### src/rtl/hvc_pkg.sv
`timescale 1ns / 1ps
`default_nettype none
// ----------------------------------------------------------------------------
// Heater temperature controller package
// Shared types, codes and constants for the controller and the datapath.
// ----------------------------------------------------------------------------
package hvc_pkg;

    // Item kinds carried on the input tuser bit.
    localparam logic KIND_TABLE_WRITE = 1'b0;
    localparam logic KIND_SAMPLE      = 1'b1;

    // Configuration register indexes.
    localparam logic [2:0] CFG_SENSOR_MODE    = 3'd0;
    localparam logic [2:0] CFG_TARGET_TEMP    = 3'd1;
    localparam logic [2:0] CFG_DRIVE_HIGH     = 3'd2;
    localparam logic [2:0] CFG_DRIVE_LOW      = 3'd3;
    localparam logic [2:0] CFG_ENTRIES_IN_USE = 3'd4;

    // Sensor modes.
    localparam logic MODE_THERMISTOR   = 1'b0;
    localparam logic MODE_THERMOCOUPLE = 1'b1;

    // Heater levels.
    localparam logic [1:0] LVL_OFF  = 2'd0;
    localparam logic [1:0] LVL_LOW  = 2'd1;
    localparam logic [1:0] LVL_HIGH = 2'd2;

    // Register reset values.
    localparam logic [8:0] RST_TARGET_TEMP    = 9'd0;
    localparam logic [7:0] RST_DRIVE_HIGH     = 8'd255;
    localparam logic [7:0] RST_DRIVE_LOW      = 8'd64;
    localparam logic [5:0] RST_ENTRIES_IN_USE = 6'd32;

    // Field widths.
    localparam int ADC_W     = 10;
    localparam int TEMP_W    = 11;
    localparam int SUM_W     = 16;
    localparam int ENTRIES_W = 6;
    localparam int INDEX_W   = 5;

    // Interpolation divider: 20-bit dividend, 10-bit divisor.
    localparam int DIV_DW  = 20;
    localparam int DIV_VW  = 10;
    localparam int DIV_CW  = 5;

    // Limit is floor(target * 11 / 10) = (target * 72094) >> 16 for targets below 512.
    localparam logic [16:0] LIMIT_MUL   = 17'd72094;
    localparam int          LIMIT_SHIFT = 16;

    // Thermocouple scale: avg * 500 >> 10.
    localparam logic [8:0] TC_MUL   = 9'd500;
    localparam int         TC_SHIFT = 10;

    // Which value is loaded into the temperature register.
    typedef enum logic [1:0] {
        TSEL_ZERO,
        TSEL_TC,
        TSEL_NODIV,
        TSEL_INTERP
    } t_temp_sel;

    // Commands from the controller to the datapath.
    typedef struct packed {
        logic      in_xfer;
        logic      avg_load;
        logic      walk_start;
        logic      walk_step;
        logic      interp_load;
        logic      interp_start;
        logic      temp_load;
        t_temp_sel temp_sel;
        logic      out_load;
    } t_hvc_cmd;

    // Status from the datapath to the controller.
    typedef struct packed {
        logic last_sample;
        logic div_done;
        logic mode;
        logic hit;
        logic walk_last;
        logic den_zero;
        logic out_busy;
    } t_hvc_status;

endpackage
`default_nettype wire

### src/rtl/hvc_div.sv
`timescale 1ns / 1ps
`default_nettype none
// ----------------------------------------------------------------------------
// Iterative unsigned divider
// Restoring division, one quotient bit per cycle, used by the interpolation
// step.
// ----------------------------------------------------------------------------
module hvc_div
    import hvc_pkg::*;
(
    input  wire logic              i_clk,
    input  wire logic              i_rst_n,
    input  wire logic              i_start,
    input  wire logic [DIV_DW-1:0] i_dividend,
    input  wire logic [DIV_VW-1:0] i_divisor,
    output logic                   o_done,
    output logic [DIV_DW-1:0]      o_quotient
);

    logic              r_busy;
    logic              r_done;
    logic [DIV_CW-1:0] r_cnt;
    logic [DIV_DW-1:0] r_quo;
    logic [DIV_VW-1:0] r_rem;
    logic [DIV_VW-1:0] r_dvs;

    logic [DIV_VW:0]   trial;
    logic              ge;

    // Shift in the next dividend bit and try to subtract the divisor.
    always_comb begin
        trial = {r_rem, r_quo[DIV_DW-1]};
        ge    = (trial >= {1'b0, r_dvs});
    end

    // Control state of the iteration.
    always_ff @(posedge i_clk) begin
        if (!i_rst_n) begin
            r_busy <= 1'b0;
            r_done <= 1'b0;
            r_cnt  <= '0;
        end else if (i_start) begin
            r_busy <= 1'b1;
            r_done <= 1'b0;
            r_cnt  <= DIV_CW'(DIV_DW);
        end else if (r_busy) begin
            r_cnt  <= r_cnt - DIV_CW'(1);
            r_done <= (r_cnt == DIV_CW'(1));
            r_busy <= (r_cnt != DIV_CW'(1));
        end else begin
            r_done <= 1'b0;
        end
    end

    // Partial remainder and quotient.
    always_ff @(posedge i_clk) begin
        if (i_start) begin
            r_quo <= i_dividend;
            r_rem <= '0;
            r_dvs <= i_divisor;
        end else if (r_busy) begin
            r_quo <= {r_quo[DIV_DW-2:0], ge};
            r_rem <= ge ? DIV_VW'(trial - {1'b0, r_dvs}) : trial[DIV_VW-1:0];
        end
    end

    assign o_done     = r_done;
    assign o_quotient = r_quo;

endmodule
`default_nettype wire

### src/rtl/hvc_datapath.sv
`timescale 1ns / 1ps
`default_nettype none
// ----------------------------------------------------------------------------
// Heater temperature controller datapath
// Configuration registers, thermistor table memory, sample accumulator,
// interpolation arithmetic, heater decision and output register.
// ----------------------------------------------------------------------------
module hvc_datapath
    import hvc_pkg::*;
#(
    parameter int TABLE_ENTRIES       = 32,
    parameter int SAMPLES_PER_READING = 4
) (
    input  wire logic               i_clk,
    input  wire logic               i_rst_n,
    input  wire t_hvc_cmd           i_cmd,
    output t_hvc_status             o_status,
    // Input item fields.
    input  wire logic               i_kind,
    input  wire logic [INDEX_W-1:0] i_entry_index,
    input  wire logic [ADC_W-1:0]   i_entry_raw,
    input  wire logic [ADC_W-1:0]   i_entry_celsius,
    input  wire logic [ADC_W-1:0]   i_adc_sample,
    // Configuration writes.
    input  wire logic               i_cfg_we,
    input  wire logic [2:0]         i_cfg_index,
    input  wire logic [8:0]         i_cfg_data,
    // Result item.
    input  wire logic               i_out_ready,
    output logic                    o_out_valid,
    output logic [TEMP_W-1:0]       o_temperature,
    output logic [7:0]              o_heater_duty,
    output logic [1:0]              o_heater_level
);

    localparam int AW  = $clog2(TABLE_ENTRIES);
    localparam int CW  = (SAMPLES_PER_READING > 1) ? $clog2(SAMPLES_PER_READING) : 1;
    localparam int TNW = $clog2(TABLE_ENTRIES + 1);
    localparam int NW  = (TNW > ENTRIES_W) ? TNW : ENTRIES_W;

    // The average is sum * ceil(2^AVG_SH / N) >> AVG_SH, exact for sums below 2^SUM_W.
    localparam int AVG_L  = (SAMPLES_PER_READING > 1) ? $clog2(SAMPLES_PER_READING) : 0;
    localparam int AVG_SH = SUM_W + AVG_L;
    localparam logic [SUM_W:0] AVG_MUL = (SUM_W+1)'(((64'd1 << AVG_SH)
        + 64'(SAMPLES_PER_READING) - 64'd1) / 64'(SAMPLES_PER_READING));

    // Configuration registers.
    logic                 r_mode;
    logic [8:0]           r_target;
    logic [7:0]           r_drive_high;
    logic [7:0]           r_drive_low;
    logic [ENTRIES_W-1:0] r_entries;
    logic [9:0]           r_limit;

    // Table memory: celsius in the upper half, raw in the lower half.
    logic [2*ADC_W-1:0]   r_mem [TABLE_ENTRIES];
    logic [2*ADC_W-1:0]   r_rd;
    logic [2*ADC_W-1:0]   r_prev;
    logic [AW-1:0]        r_idx;
    logic [AW-1:0]        rd_addr;
    logic                 wr_ok;
    logic [NW-1:0]        n_search;

    // Accumulator and arithmetic registers.
    logic [SUM_W-1:0]     r_sum;
    logic [CW-1:0]        r_count;
    logic [ADC_W-1:0]     r_avg;
    logic signed [21:0]   r_prod;
    logic signed [10:0]   r_den;
    logic [ADC_W-1:0]     r_c0;
    logic                 r_neg;
    logic [TEMP_W-1:0]    r_temp;

    // Output register.
    logic                 r_out_valid;
    logic [TEMP_W-1:0]    r_out_temp;
    logic [7:0]           r_out_duty;
    logic [1:0]           r_out_level;

    // Divider hookup.
    logic                 div_start;
    logic [DIV_DW-1:0]    div_dividend;
    logic [DIV_VW-1:0]    div_divisor;
    logic                 div_done;
    logic [DIV_DW-1:0]    div_quo;

    logic [2*SUM_W:0]     avg_prod;
    logic [ADC_W-1:0]     avg_w;
    logic signed [10:0]   diff_a;
    logic signed [10:0]   diff_c;
    logic signed [10:0]   den_w;
    logic signed [21:0]   prod_w;
    logic [21:0]          prod_mag;
    logic [10:0]          den_mag;
    logic signed [21:0]   quo_s;
    logic signed [21:0]   interp_sum;
    logic [18:0]          tc_prod;
    logic [8:0]           tc_val;
    logic [25:0]          lim_prod;
    logic [TEMP_W-1:0]    n_temp;
    logic signed [11:0]   temp_x;
    logic signed [11:0]   target_x;
    logic signed [11:0]   limit_x;

    // Clamp an interpolated value to the range -1024 to 255.
    function automatic logic [TEMP_W-1:0] sat_temp(input logic signed [21:0] v);
        logic [TEMP_W-1:0] res;
        if (v > 22'sd255) begin
            res = TEMP_W'(255);
        end else if (v < -22'sd1024) begin
            res = {1'b1, {(TEMP_W-1){1'b0}}};
        end else begin
            res = v[TEMP_W-1:0];
        end
        return res;
    endfunction

    // Configuration register writes.
    always_ff @(posedge i_clk) begin
        if (!i_rst_n) begin
            r_mode       <= MODE_THERMISTOR;
            r_target     <= RST_TARGET_TEMP;
            r_drive_high <= RST_DRIVE_HIGH;
            r_drive_low  <= RST_DRIVE_LOW;
            r_entries    <= RST_ENTRIES_IN_USE;
        end else if (i_cfg_we) begin
            case (i_cfg_index)
                CFG_SENSOR_MODE:    r_mode       <= i_cfg_data[0];
                CFG_TARGET_TEMP:    r_target     <= i_cfg_data;
                CFG_DRIVE_HIGH:     r_drive_high <= i_cfg_data[7:0];
                CFG_DRIVE_LOW:      r_drive_low  <= i_cfg_data[7:0];
                CFG_ENTRIES_IN_USE: r_entries    <= i_cfg_data[ENTRIES_W-1:0];
                default: ;
            endcase
        end
    end

    // The 1.1x limit is registered from the target and follows it in the next cycle.
    assign lim_prod = 26'(r_target) * 26'(LIMIT_MUL);
    always_ff @(posedge i_clk) begin
        r_limit <= lim_prod[LIMIT_SHIFT +: 10];
    end

    // Table writes and the walk read port.
    assign wr_ok    = (NW'(i_entry_index) < NW'(TABLE_ENTRIES));
    assign rd_addr  = i_cmd.walk_start ? '0 : r_idx + AW'(1);
    assign n_search = (NW'(r_entries) < NW'(TABLE_ENTRIES)) ? NW'(r_entries)
                                                            : NW'(TABLE_ENTRIES);

    always_ff @(posedge i_clk) begin
        if (i_cmd.in_xfer && i_kind == KIND_TABLE_WRITE && wr_ok) begin
            r_mem[AW'(i_entry_index)] <= {i_entry_celsius, i_entry_raw};
        end
        if (i_cmd.walk_start || i_cmd.walk_step) begin
            r_rd <= r_mem[rd_addr];
        end
    end

    // Walk position and the entry before the current one.
    always_ff @(posedge i_clk) begin
        if (i_cmd.walk_start) begin
            r_idx <= '0;
        end else if (i_cmd.walk_step) begin
            r_idx  <= r_idx + AW'(1);
            r_prev <= r_rd;
        end
    end

    // Sample accumulation; the sum is turned into the average and cleared.
    always_ff @(posedge i_clk) begin
        if (!i_rst_n) begin
            r_sum   <= '0;
            r_count <= '0;
        end else if (i_cmd.in_xfer && i_kind == KIND_SAMPLE) begin
            r_sum   <= r_sum + SUM_W'(i_adc_sample);
            r_count <= o_status.last_sample ? '0 : r_count + CW'(1);
        end else if (i_cmd.avg_load) begin
            r_sum <= '0;
        end
    end

    // Average by reciprocal multiplication; it always fits the sample width.
    assign avg_prod = (2*SUM_W+1)'(r_sum) * (2*SUM_W+1)'(AVG_MUL);
    assign avg_w    = avg_prod[AVG_SH +: ADC_W];

    // Interpolation operands from the previous and current entries.
    always_comb begin
        diff_a   = $signed({1'b0, r_avg}) - $signed({1'b0, r_prev[ADC_W-1:0]});
        diff_c   = $signed({1'b0, r_rd[2*ADC_W-1:ADC_W]})
                 - $signed({1'b0, r_prev[2*ADC_W-1:ADC_W]});
        den_w    = $signed({1'b0, r_rd[ADC_W-1:0]}) - $signed({1'b0, r_prev[ADC_W-1:0]});
        prod_w   = diff_a * diff_c;
        prod_mag = r_prod[21] ? 22'(-r_prod) : 22'(r_prod);
        den_mag  = r_den[10] ? 11'(-r_den) : 11'(r_den);
    end

    always_ff @(posedge i_clk) begin
        if (i_cmd.interp_load) begin
            r_prod <= prod_w;
            r_den  <= den_w;
            r_c0   <= r_prev[2*ADC_W-1:ADC_W];
        end
        if (i_cmd.interp_start) begin
            r_neg <= r_prod[21] ^ r_den[10];
        end
        if (i_cmd.avg_load) begin
            r_avg <= avg_w;
        end
    end

    // Divider operands: magnitudes of the interpolation product and span.
    assign div_start    = i_cmd.interp_start;
    assign div_dividend = prod_mag[DIV_DW-1:0];
    assign div_divisor  = den_mag[DIV_VW-1:0];

    hvc_div u_div (
        .i_clk      (i_clk),
        .i_rst_n    (i_rst_n),
        .i_start    (div_start),
        .i_dividend (div_dividend),
        .i_divisor  (div_divisor),
        .o_done     (div_done),
        .o_quotient (div_quo)
    );

    // Temperature candidates for each path.
    always_comb begin
        quo_s      = r_neg ? -$signed({2'b00, div_quo}) : $signed({2'b00, div_quo});
        interp_sum = $signed({12'b0, r_c0}) + quo_s;
        tc_prod    = 19'(r_avg) * 19'(TC_MUL);
        tc_val     = tc_prod[TC_SHIFT +: 9];
        case (i_cmd.temp_sel)
            TSEL_ZERO:   n_temp = '0;
            TSEL_TC:     n_temp = tc_val[8] ? TEMP_W'(255) : TEMP_W'(tc_val);
            TSEL_NODIV:  n_temp = sat_temp($signed({12'b0, r_c0}));
            TSEL_INTERP: n_temp = sat_temp(interp_sum);
            default:     n_temp = '0;
        endcase
    end

    always_ff @(posedge i_clk) begin
        if (i_cmd.temp_load) begin
            r_temp <= n_temp;
        end
    end

    // Heater decision and the output register.
    always_comb begin
        temp_x   = {r_temp[TEMP_W-1], r_temp};
        target_x = $signed({3'b000, r_target});
        limit_x  = $signed({2'b00, r_limit});
    end

    always_ff @(posedge i_clk) begin
        if (!i_rst_n) begin
            r_out_valid <= 1'b0;
        end else if (i_cmd.out_load) begin
            r_out_valid <= 1'b1;
        end else if (i_out_ready) begin
            r_out_valid <= 1'b0;
        end
    end

    always_ff @(posedge i_clk) begin
        if (i_cmd.out_load) begin
            r_out_temp <= r_temp;
            if (temp_x < target_x) begin
                r_out_duty  <= r_drive_high;
                r_out_level <= LVL_HIGH;
            end else if (temp_x < limit_x) begin
                r_out_duty  <= r_drive_low;
                r_out_level <= LVL_LOW;
            end else begin
                r_out_duty  <= '0;
                r_out_level <= LVL_OFF;
            end
        end
    end

    // Status back to the controller.
    always_comb begin
        o_status.last_sample = (i_kind == KIND_SAMPLE)
                            && (r_count == CW'(SAMPLES_PER_READING - 1));
        o_status.div_done    = div_done;
        o_status.mode        = r_mode;
        o_status.hit         = (r_idx != '0) && (r_rd[ADC_W-1:0] > r_avg);
        o_status.walk_last   = ((NW'(r_idx) + NW'(1)) >= n_search);
        o_status.den_zero    = (r_den == '0);
        o_status.out_busy    = r_out_valid && !i_out_ready;
    end

    assign o_out_valid    = r_out_valid;
    assign o_temperature  = r_out_temp;
    assign o_heater_duty  = r_out_duty;
    assign o_heater_level = r_out_level;

endmodule
`default_nettype wire

### src/rtl/hvc_ctrl.sv
`timescale 1ns / 1ps
`default_nettype none
// ----------------------------------------------------------------------------
// Heater temperature controller sequencer
// Accepts items, then steps the datapath through averaging, table walk and
// interpolation or thermocouple scaling, and the heater decision per reading.
// ----------------------------------------------------------------------------
module hvc_ctrl
    import hvc_pkg::*;
(
    input  wire logic        i_clk,
    input  wire logic        i_rst_n,
    input  wire logic        i_in_valid,
    output logic             o_in_ready,
    input  wire t_hvc_status i_status,
    output t_hvc_cmd         o_cmd
);

    typedef enum logic [3:0] {
        ST_IDLE,
        ST_AVG,
        ST_MODE,
        ST_WALK,
        ST_INTERP_MUL,
        ST_INTERP_DIV,
        ST_INTERP_WAIT,
        ST_RESULT
    } t_state;

    t_state r_state;
    t_state n_state;

    // Next state and commands.
    always_comb begin
        n_state = r_state;
        o_cmd   = '0;
        o_cmd.temp_sel = TSEL_ZERO;
        o_in_ready = 1'b0;
        case (r_state)
            ST_IDLE: begin
                o_in_ready   = 1'b1;
                o_cmd.in_xfer = i_in_valid;
                if (i_in_valid && i_status.last_sample) begin
                    n_state = ST_AVG;
                end
            end
            ST_AVG: begin
                o_cmd.avg_load = 1'b1;
                n_state = ST_MODE;
            end
            ST_MODE: begin
                if (i_status.mode == MODE_THERMOCOUPLE) begin
                    o_cmd.temp_load = 1'b1;
                    o_cmd.temp_sel  = TSEL_TC;
                    n_state = ST_RESULT;
                end else begin
                    o_cmd.walk_start = 1'b1;
                    n_state = ST_WALK;
                end
            end
            ST_WALK: begin
                if (i_status.hit) begin
                    n_state = ST_INTERP_MUL;
                end else if (i_status.walk_last) begin
                    o_cmd.temp_load = 1'b1;
                    o_cmd.temp_sel  = TSEL_ZERO;
                    n_state = ST_RESULT;
                end else begin
                    o_cmd.walk_step = 1'b1;
                end
            end
            ST_INTERP_MUL: begin
                o_cmd.interp_load = 1'b1;
                n_state = ST_INTERP_DIV;
            end
            ST_INTERP_DIV: begin
                if (i_status.den_zero) begin
                    o_cmd.temp_load = 1'b1;
                    o_cmd.temp_sel  = TSEL_NODIV;
                    n_state = ST_RESULT;
                end else begin
                    o_cmd.interp_start = 1'b1;
                    n_state = ST_INTERP_WAIT;
                end
            end
            ST_INTERP_WAIT: begin
                if (i_status.div_done) begin
                    o_cmd.temp_load = 1'b1;
                    o_cmd.temp_sel  = TSEL_INTERP;
                    n_state = ST_RESULT;
                end
            end
            ST_RESULT: begin
                if (!i_status.out_busy) begin
                    o_cmd.out_load = 1'b1;
                    n_state = ST_IDLE;
                end
            end
            default: begin
                n_state = ST_IDLE;
            end
        endcase
    end

    // State register.
    always_ff @(posedge i_clk) begin
        if (!i_rst_n) begin
            r_state <= ST_IDLE;
        end else begin
            r_state <= n_state;
        end
    end

endmodule
`default_nettype wire

### src/rtl/heater_temperature_controller.sv
`timescale 1ns / 1ps
`default_nettype none
// ----------------------------------------------------------------------------
// Heater temperature controller
// Averages converter samples, converts the average to celsius by thermistor
// table interpolation or thermocouple scaling, and picks the heater drive.
//
// Channel   Dir  Handshake                 Payload
// s_axis    in   s_axis_tvalid/tready      tuser: kind; tdata: table entry or sample
// m_axis    out  m_axis_tvalid/tready      tdata: temperature, duty, level
// cfg       in   i_cfg_valid/o_cfg_ready   i_cfg_index, i_cfg_data
//
// Table writes and samples that do not complete a reading are taken back to back.
// After the sample that completes a reading, the result appears and the input
// opens again after scaling in thermocouple mode, and in thermistor mode after
// a table walk at one entry per cycle through the memory read port and a
// one-bit-per-cycle division.
// Reset is synchronous and active low; table contents are not cleared.
// A stalled result waits in the output register while inputs are still taken;
// the next completed reading holds the input off until that register is free.
// ----------------------------------------------------------------------------
module heater_temperature_controller
    import hvc_pkg::*;
#(
    parameter int TABLE_ENTRIES       = 32,
    parameter int SAMPLES_PER_READING = 4
) (
    input  wire logic        i_clk,
    input  wire logic        i_rst_n,
    // Input stream.
    input  wire logic        s_axis_tvalid,
    output logic             s_axis_tready,
    // tdata: entry_index[4:0], entry_raw[14:5], entry_celsius[24:15],
    //        adc_sample[34:25], zero[39:35]
    input  wire logic [39:0] s_axis_tdata,
    // tuser: kind (0: table write, 1: sample)
    input  wire logic        s_axis_tuser,
    // Result stream.
    output logic             m_axis_tvalid,
    input  wire logic        m_axis_tready,
    // tdata: temperature[10:0], heater_duty[18:11], heater_level[20:19], zero[23:21]
    output logic [23:0]      m_axis_tdata,
    // Configuration writes.
    input  wire logic        i_cfg_valid,
    output logic             o_cfg_ready,
    input  wire logic [2:0]  i_cfg_index,
    input  wire logic [8:0]  i_cfg_data
);

    t_hvc_cmd          cmd;
    t_hvc_status       status;
    logic [TEMP_W-1:0] temperature;
    logic [7:0]        heater_duty;
    logic [1:0]        heater_level;

    // Configuration is always taken.
    assign o_cfg_ready = 1'b1;

    hvc_ctrl u_ctrl (
        .i_clk      (i_clk),
        .i_rst_n    (i_rst_n),
        .i_in_valid (s_axis_tvalid),
        .o_in_ready (s_axis_tready),
        .i_status   (status),
        .o_cmd      (cmd)
    );

    hvc_datapath #(
        .TABLE_ENTRIES       (TABLE_ENTRIES),
        .SAMPLES_PER_READING (SAMPLES_PER_READING)
    ) u_datapath (
        .i_clk           (i_clk),
        .i_rst_n         (i_rst_n),
        .i_cmd           (cmd),
        .o_status        (status),
        .i_kind          (s_axis_tuser),
        .i_entry_index   (s_axis_tdata[4:0]),
        .i_entry_raw     (s_axis_tdata[14:5]),
        .i_entry_celsius (s_axis_tdata[24:15]),
        .i_adc_sample    (s_axis_tdata[34:25]),
        .i_cfg_we        (i_cfg_valid),
        .i_cfg_index     (i_cfg_index),
        .i_cfg_data      (i_cfg_data),
        .i_out_ready     (m_axis_tready),
        .o_out_valid     (m_axis_tvalid),
        .o_temperature   (temperature),
        .o_heater_duty   (heater_duty),
        .o_heater_level  (heater_level)
    );

    // Pack the result fields, lowest field first.
    assign m_axis_tdata = {3'b000, heater_level, heater_duty, temperature};

endmodule
`default_nettype wire
### config.mk
export PLATFORM = sky130hd
export DESIGN_NAME = heater_temperature_controller
export DESIGN_NICKNAME = d
export VERILOG_FILES = /design/src/rtl/hvc_pkg.sv /design/src/rtl/hvc_div.sv /design/src/rtl/hvc_datapath.sv /design/src/rtl/hvc_ctrl.sv /design/src/rtl/heater_temperature_controller.sv
export SDC_FILE = /design/constraint.sdc
export NUM_CORES = 2
export LEC_CHECK = 0
export BUFFER_PORTS_ARGS = -buffer_cell sky130_fd_sc_hd__buf_4
export CAP_MARGIN = 10
export CORE_MARGIN = 4
export CORE_UTILIZATION = 65
export CTS_BUF_LIST = sky130_fd_sc_hd__clkbuf_2 sky130_fd_sc_hd__clkbuf_4 sky130_fd_sc_hd__clkbuf_8
export CTS_CLUSTER_DIAMETER = 100
export DETAILED_ROUTE_END_ITERATION = 16
export PLACE_DENSITY = 0.88
export REMOVE_ABC_BUFFERS = 1
export SLEW_MARGIN = 15
export SYNTH_ARGS = -nofsm -noshare
export SYNTH_HDL_FRONTEND = slang
export SYNTH_HIERARCHICAL = 1
export SYNTH_SLANG_ARGS = --single-unit
### constraint.sdc
create_clock -name i_clk -period 9.9 [get_ports i_clk]
set_input_delay 1.485 -clock i_clk [delete_from_list [all_inputs] [get_ports i_clk]]
set_output_delay 1.485 -clock i_clk [all_outputs]
set_load 0.05 [all_outputs]
After elaboration in Yosys (flattened, before gate mapping)
Memory sizes are Yosys's and may differ from the RTL's. A register that Yosys moved wholly into a read port is not among the register bits.
Cells that the tools add are included.
{ "totals": {"ff_bits": 223, "mem_bits_rw": 640, "wordCells": 159, "mem_count": 1} }
{ "classes": {"addsub": 13, "n_mul": 3, "order_cmp": 9, "eq_ne": 21, "n_mux": 54, "n_bitwise": 5, "n_reduce_logical": 25} }
{ "memory_table": {"columns": ["memory", "words", "width", "read_ports", "rd_ports_with_merged_regs", "wr", "line_no", "text"], "rows": [
  ["u_datapath.r_mem", 32, 20, 1, 1, 1, "hvc_datapath.sv:56", "logic [2*ADC_W-1:0] r_mem [TABLE_ENTRIES];"]
]} }
{ "op_table": {"columns": ["operator", "count"], "rows": [
  ["$mux 20", 3],
  ["$pmux 11 s4", 1],
  ["$sub 10x10->11", 3],
  ["$mux 16", 2],
  ["$pmux 4 s8", 1],
  ["$mux 10", 3],
  ["$mul 9x16->25 const B", 1],
  ["$mux 8", 3],
  ["$add 11x22->22", 1],
  ["$gt 22x9->1 const B", 1],
  ["$lt 22x11->1 const B", 1],
  ["$mul 11x11->22", 1],
  ["$mux 11", 2],
  ["$mux 22", 1],
  ["$neg 20->22", 1],
  ["$mux 1", 21],
  ["$mux 4", 5],
  ["$neg 20->20", 1],
  ["$mux 3", 6],
  ["$mul 10x7->17 const B", 1],
  ["$add 16x10->16", 1],
  ["$eq 4x3->1 const B", 4],
  ["$mux 5", 3],
  ["$pmux 3 s4", 1],
  ["other kinds (42)", 62]
]} }

Depth between registers and ports, before layout
{ "depth": {"depth_word": 8, "mapped_depth": 32, "mapped_depth_nobuf": 32} }

Hierarchy
The synthesis kept the hierarchy.
{ "modules_own_cells": {"columns": ["module", "n_inst", "cells_each", "area_per_inst_um2", "seq_area_each_um2"], "rows": [
  ["hvc_datapath", 1, 3722, 44263.7, 24213.2],
  ["hvc_div", 1, 196, 2324.7, 1241.2],
  ["hvc_ctrl", 1, 42, 296.5, 60.1],
  ["heater_temperature_controller", 1, 6, 37.5, 0.0]
]} }

Worst setup path after synthesis
No wires, ideal clock.
{ "synth_timing": {"path_kind": "register to register", "from": "register u_datapath.r_avg[0]", "to": "register u_datapath.r_prod[21], data pin", "setup_time_ps": 260, "arrival_time_ps": 6700, "required_ps": 9640, "slack_ps": 2940, "path_stages_with_launch": 30, "period_less_slack_ps": 6960, "cell_sequence": "edfxtp_1 inv_1 ha_1 fa_1 nor2b_1 o21ai_0 nand2b_1 a21o_1 a21o_1 a21oi_1 o21bai_1 a31o_2 clkbuf_1 nor2_1 fa_1 fa_1 fa_1 fa_1 inv_1 fa_1 inv_1 ha_1 o21ai_0 nand2b_1 a21oi_1 a21o_1 a31oi_1 a211o_1 a21oi_1 xnor2_1"} }
{ "synth_via": {"elab_chain_len": 2} }
{ "synth_lines": {"columns": ["element", "line_no", "text"], "rows": [
  ["start, declared", "hvc_datapath.sv:67", "logic [ADC_W-1:0] r_avg;"],
  ["start signal, assigned", "hvc_datapath.sv:207", "r_avg <= avg_w;"],
  ["$sub 10x10->11", "hvc_datapath.sv:188", "diff_a = $signed({1'b0, r_avg}) - $signed({1'b0, r_prev[ADC_W-1:0]});"],
  ["$mul 11x11->22", "hvc_datapath.sv:192", "prod_w = diff_a * diff_c;"],
  ["named net u_datapath.prod_w[21]", "hvc_datapath.sv:92", "logic signed [21:0] prod_w;"],
  ["end signal, assigned", "hvc_datapath.sv:199", "r_prod <= prod_w;"],
  ["end, declared", "hvc_datapath.sv:68", "logic signed [21:0] r_prod;"]
]} }
The timed path passes the listed nets, and every way through them passes these cells.
A chain may end at the register's enable or synchronous reset.

Worst setup path in the final report
{ "layout_timing": {"from": "register u_datapath.r_avg[0]", "to": "register u_datapath.r_prod[19], data pin"} }
The elaborated chain is that of the path after synthesis.

==> flow_summary.yaml <==
floorplanning:
  initial_core_util: 0.656
  die_w_um: 277
  pin_count: 85
  fp.coreArea_mm2: 0.0715
  die_area_mm2: 0.0766
  row_count: 98
  die_y_um: 277
sta:
  finalCriticalPeriod_ps: 7870
  holdWs_ps: 459
  rsz0062_at_grt: "no"
  slew_violations: 0
  setup_viol: 0
  relSlewSlack: 0.272
  tightest_slew_ps: 1090
  hold_viol: 0
  skew_ps: 39.0
  fin_setup_tns_ps: 0
  min_period_over_period: 0.795
  clock.fmax_ghz: 0.127
setup_path:
  path_class: "reg -> reg"
  r2r_setup_slack_ps: 2030
  crit_fanout: 11
  path_buf_inv: 4
  timing.rr.start: "u_datapath/r_avg[0]$_DFFE_PP_"
  reg2reg_to: "u_datapath/r_prod[19]$_DFFE_PP_"
  end_kind: "flip-flop"
  cpMaxStageDelayCell: "xnor2_1"
  reg2regPathDepth: 28
  cpMostUsedCell: "fa_1"
  worstPathArrival_ps: 8450
  critical-path-max-stage-delay_ps: 780
  critPathTopFamily: "adder cells"
  worst_ep_required_time_ps: 10470
  worst_setup_path_start_kind: "flip-flop"
clock_network:
  cts_made_buffers: 136
  post_cts_buffers: 0
  cts.htree.levels: 4
  worstSkewPairLatency_ps: 800
  postCtsHoldBufs: 0
  clkTransAtPathRegs_ps: 60
  clock-sinks: 877
  cts_buffer_depth: 3
  cts_tree: "yes"
  cts_resized: 0
  cts_root_buffer: "clkbuf_8"
hold_path:
  hold_end: "u_datapath/r_drive_low[3]$_SDFFE_PN0P_"
  hold_path_class: "reg -> reg"
  hold_path.startpoint: "u_datapath/r_drive_low[3]$_SDFFE_PN0P_"
  min_path_cells: 2
yosys:
  seq_area_frac_synth: 0.544
  synth_warnings: 6
  synth_ff_type: "edfxtp_1"
  netlist_area_mm2: 0.0469
  syn_inst: 3966
  netlist-cell-type-count: 86
  async_flop_share: 0
  syn_area_per_cell_um2: 11.8
  synth_edf_count: 795
  ys_ff_latch: 877
place:
  gp_congestion: 0.901
  placedCellCount: 4853
  portBuffers: 75
  place_hpwl_um: 68500
job:
  drv_cap: 0
global_routing:
  grt_pass1_vias: 32479
  grt_max_degree: 161
  grt_pass1_wl_um: 173000
  grt_overflow_total: 0
  antenna_found_initial: 2
  grt.total_usage: 0.284
routing:
  drc: 0
  wl_per_cell_um: 21.6
  dr.first_iter.drc_count: 3404
  ant_nets: 0
  vias: 32329
  finalWirelength_um: 110000
  drtPass1Iterations: 6
  vias_per_cell: 6.34
power:
  p_per_area_mw_per_mm2: 150
  p_total_mw: 7.72
  p_leak_nw: 19.2
  peakVddDrop_v: 0.000199
finish:
  multiInputGateArea_mm2: 0.0195
  final_util: 0.717
  fin_cells: 5098
  drive_above_1_share: 0.114
  regArea_mm2: 0.0255
  area_growth_pct: 9.29
  fill_cells: 4347
  antenna_cells: 0
  final_net_count: 4520
run_status:
  outcome: "complete, no violations"
[where the power goes]
| group | total [mW] | leakage, nW | internal (mW) | switching [mW] |
|---|---|---|---|---|
| Combinational | 0.515 | 9.97 | 0.185 | 0.329 |
| Clock | 3.12 | 1.46 | 1.67 | 1.45 |
| Sequential | 4.08 | 7.81 | 4.06 | 0.0223 |
| Total | 7.72 | 19.2 | 5.91 | 1.80 |
[layout make-up]
| class | count | area share |
|---|---|---|
| clock buffer | 187 | 0.0442 |
| multi-input combinational | 2558 | 0.381 |
| timing repair buffer | 125 | 0.0190 |
| inverter | 343 | 0.0251 |
| sequential | 877 | 0.498 |
| tap | 950 | 0.0232 |
| clock inverter | 58 | 0.0102 |
[routing by layer]
| metal | track usage | vias to the layer above | routed length [um] |
|---|---|---|---|
| met3 | 0.0537 | 371 | 9780 |
| li1 | - | 14448 | - |
| met1 | 0.356 | 15605 | 40700 |
| met2 | 0.487 | 1903 | 55300 |
| met4 | 0.125 | 2 | 4380 |
| met5 | 0 | - | 11 |
[metrics by stage]
stage / setup slack, ps / instance area [um2]
3_3_place_gp: 2260 / 48500
5_1_grt: 1410 / 51300
3_5_place_dp: 2130 / 48500
4_1_cts: 2060 / 51300
2_1_floorplan: -2640 / 46100
6_report: 2030 / 51300
[state kept, by name, summed over array words and instances (netlist names), 11 cells and up]
signal,count
u_datapath/o_temperature,11
u_datapath/r_den,11
u_datapath/r_mem,640
u_datapath/r_prev,20
u_datapath/r_prod,21
u_datapath/r_rd,20
u_datapath/r_sum,12
u_datapath/r_temp,11
u_datapath/u_div/o_quotient,20
[synthesized netlist by cell type, drive strengths merged, types with 6 or more instances]
library cell / instances / area share
a211o: 7 / 0.0013
a31oi: 50 / 0.0067
a21oi: 87 / 0.0094
nor3: 36 / 0.0039
edfxtp: 795 / 0.51
nand2: 586 / 0.047
a21boi: 34 / 0.0054
nor2b: 91 / 0.012
o41ai: 6 / 0.0018
or3: 19 / 0.0026
o211ai: 20 / 0.0032
and2: 23 / 0.0031
ha: 236 / 0.063
nand3: 83 / 0.0089
mux2i: 76 / 0.016
nor2: 210 / 0.017
o21bai: 11 / 0.0018
nand2b: 33 / 0.0044
clkbuf: 160 / 0.013
a211oi: 81 / 0.013
o21a: 15 / 0.0024
nor4: 13 / 0.0017
and3: 6 / 0.00083
xnor2: 90 / 0.017
o31ai: 36 / 0.0061
a311oi: 124 / 0.023
a2111oi: 24 / 0.0046
dfxtp: 82 / 0.035
a21o: 35 / 0.0056
mux2: 21 / 0.0050
nand3b: 15 / 0.0024
a31o: 12 / 0.0022
o21ai: 95 / 0.010
or2: 25 / 0.0033
or4: 10 / 0.0017
inv: 343 / 0.027
o22ai: 50 / 0.0067
buf: 30 / 0.0037
nand4: 20 / 0.0027
fa: 185 / 0.079
xor2: 34 / 0.0063
[how the worst max path moves through the flow]
| stage | from | to | cells past startpoint |
|---|---|---|---|
| floorplan | u_datapath/r_idx[0]$_SDFFE_PP0P_ | u_datapath/r_rd[0]$_DFFE_PP_ | 7 |
| global placement | u_datapath/r_avg[2]$_DFFE_PP_ | u_datapath/r_prod[19]$_DFFE_PP_ | 26 |
| detailed placement | u_datapath/r_avg[0]$_DFFE_PP_ | u_datapath/r_prod[19]$_DFFE_PP_ | 28 |
| CTS | u_datapath/r_avg[0]$_DFFE_PP_ | u_datapath/r_prod[19]$_DFFE_PP_ | 28 |
| global route | u_datapath/r_avg[0]$_DFFE_PP_ | u_datapath/r_prod[19]$_DFFE_PP_ | 28 |
| finish | u_datapath/r_avg[0]$_DFFE_PP_ | u_datapath/r_prod[19]$_DFFE_PP_ | 28 |
[cells in the final DEF, fill, tap and decap left out, types with 50 or more instances in the layout]
master    netlist  layout
a311oi_1      124     124
dfxtp_1        82      81
clkbuf_8        2     138
a211oi_1       81      81
ha_1          236     236
nand3_1        83      83
nor2_1        210     175
nand2_1       586     586
xnor2_1        90      89
nor2b_1        91      88
inv_1         343     343
o21ai_0        89      89
fa_1          185     185
mux2i_1        76      76
buf_4           6     122
edfxtp_1      795     795
a31oi_1        50      50
o22ai_1        50      50
a21oi_1        86      86
[logic make-up after synthesis]
group | share of synthesized area
other | 0.000160
XOR/XNOR | 0.0231
adder cells (fa/ha/maj) | 0.142
flip-flops | 0.544
AND/OR/NAND/NOR | 0.115
buffers and inverters | 0.0443
multiplexers | 0.0213
AO/OA/AOI/OAI | 0.110
[worst reg2reg max path: cells and delay by family, from the launching register on]
family,cells,cell delay (ps)
compound gates,10,2050
fa+ha+maj,8,3470
xor+xnor,1,780
flops,1,510
buf+inv,4,280
simple gates,5,580
(Power assumes the default switching activity.)
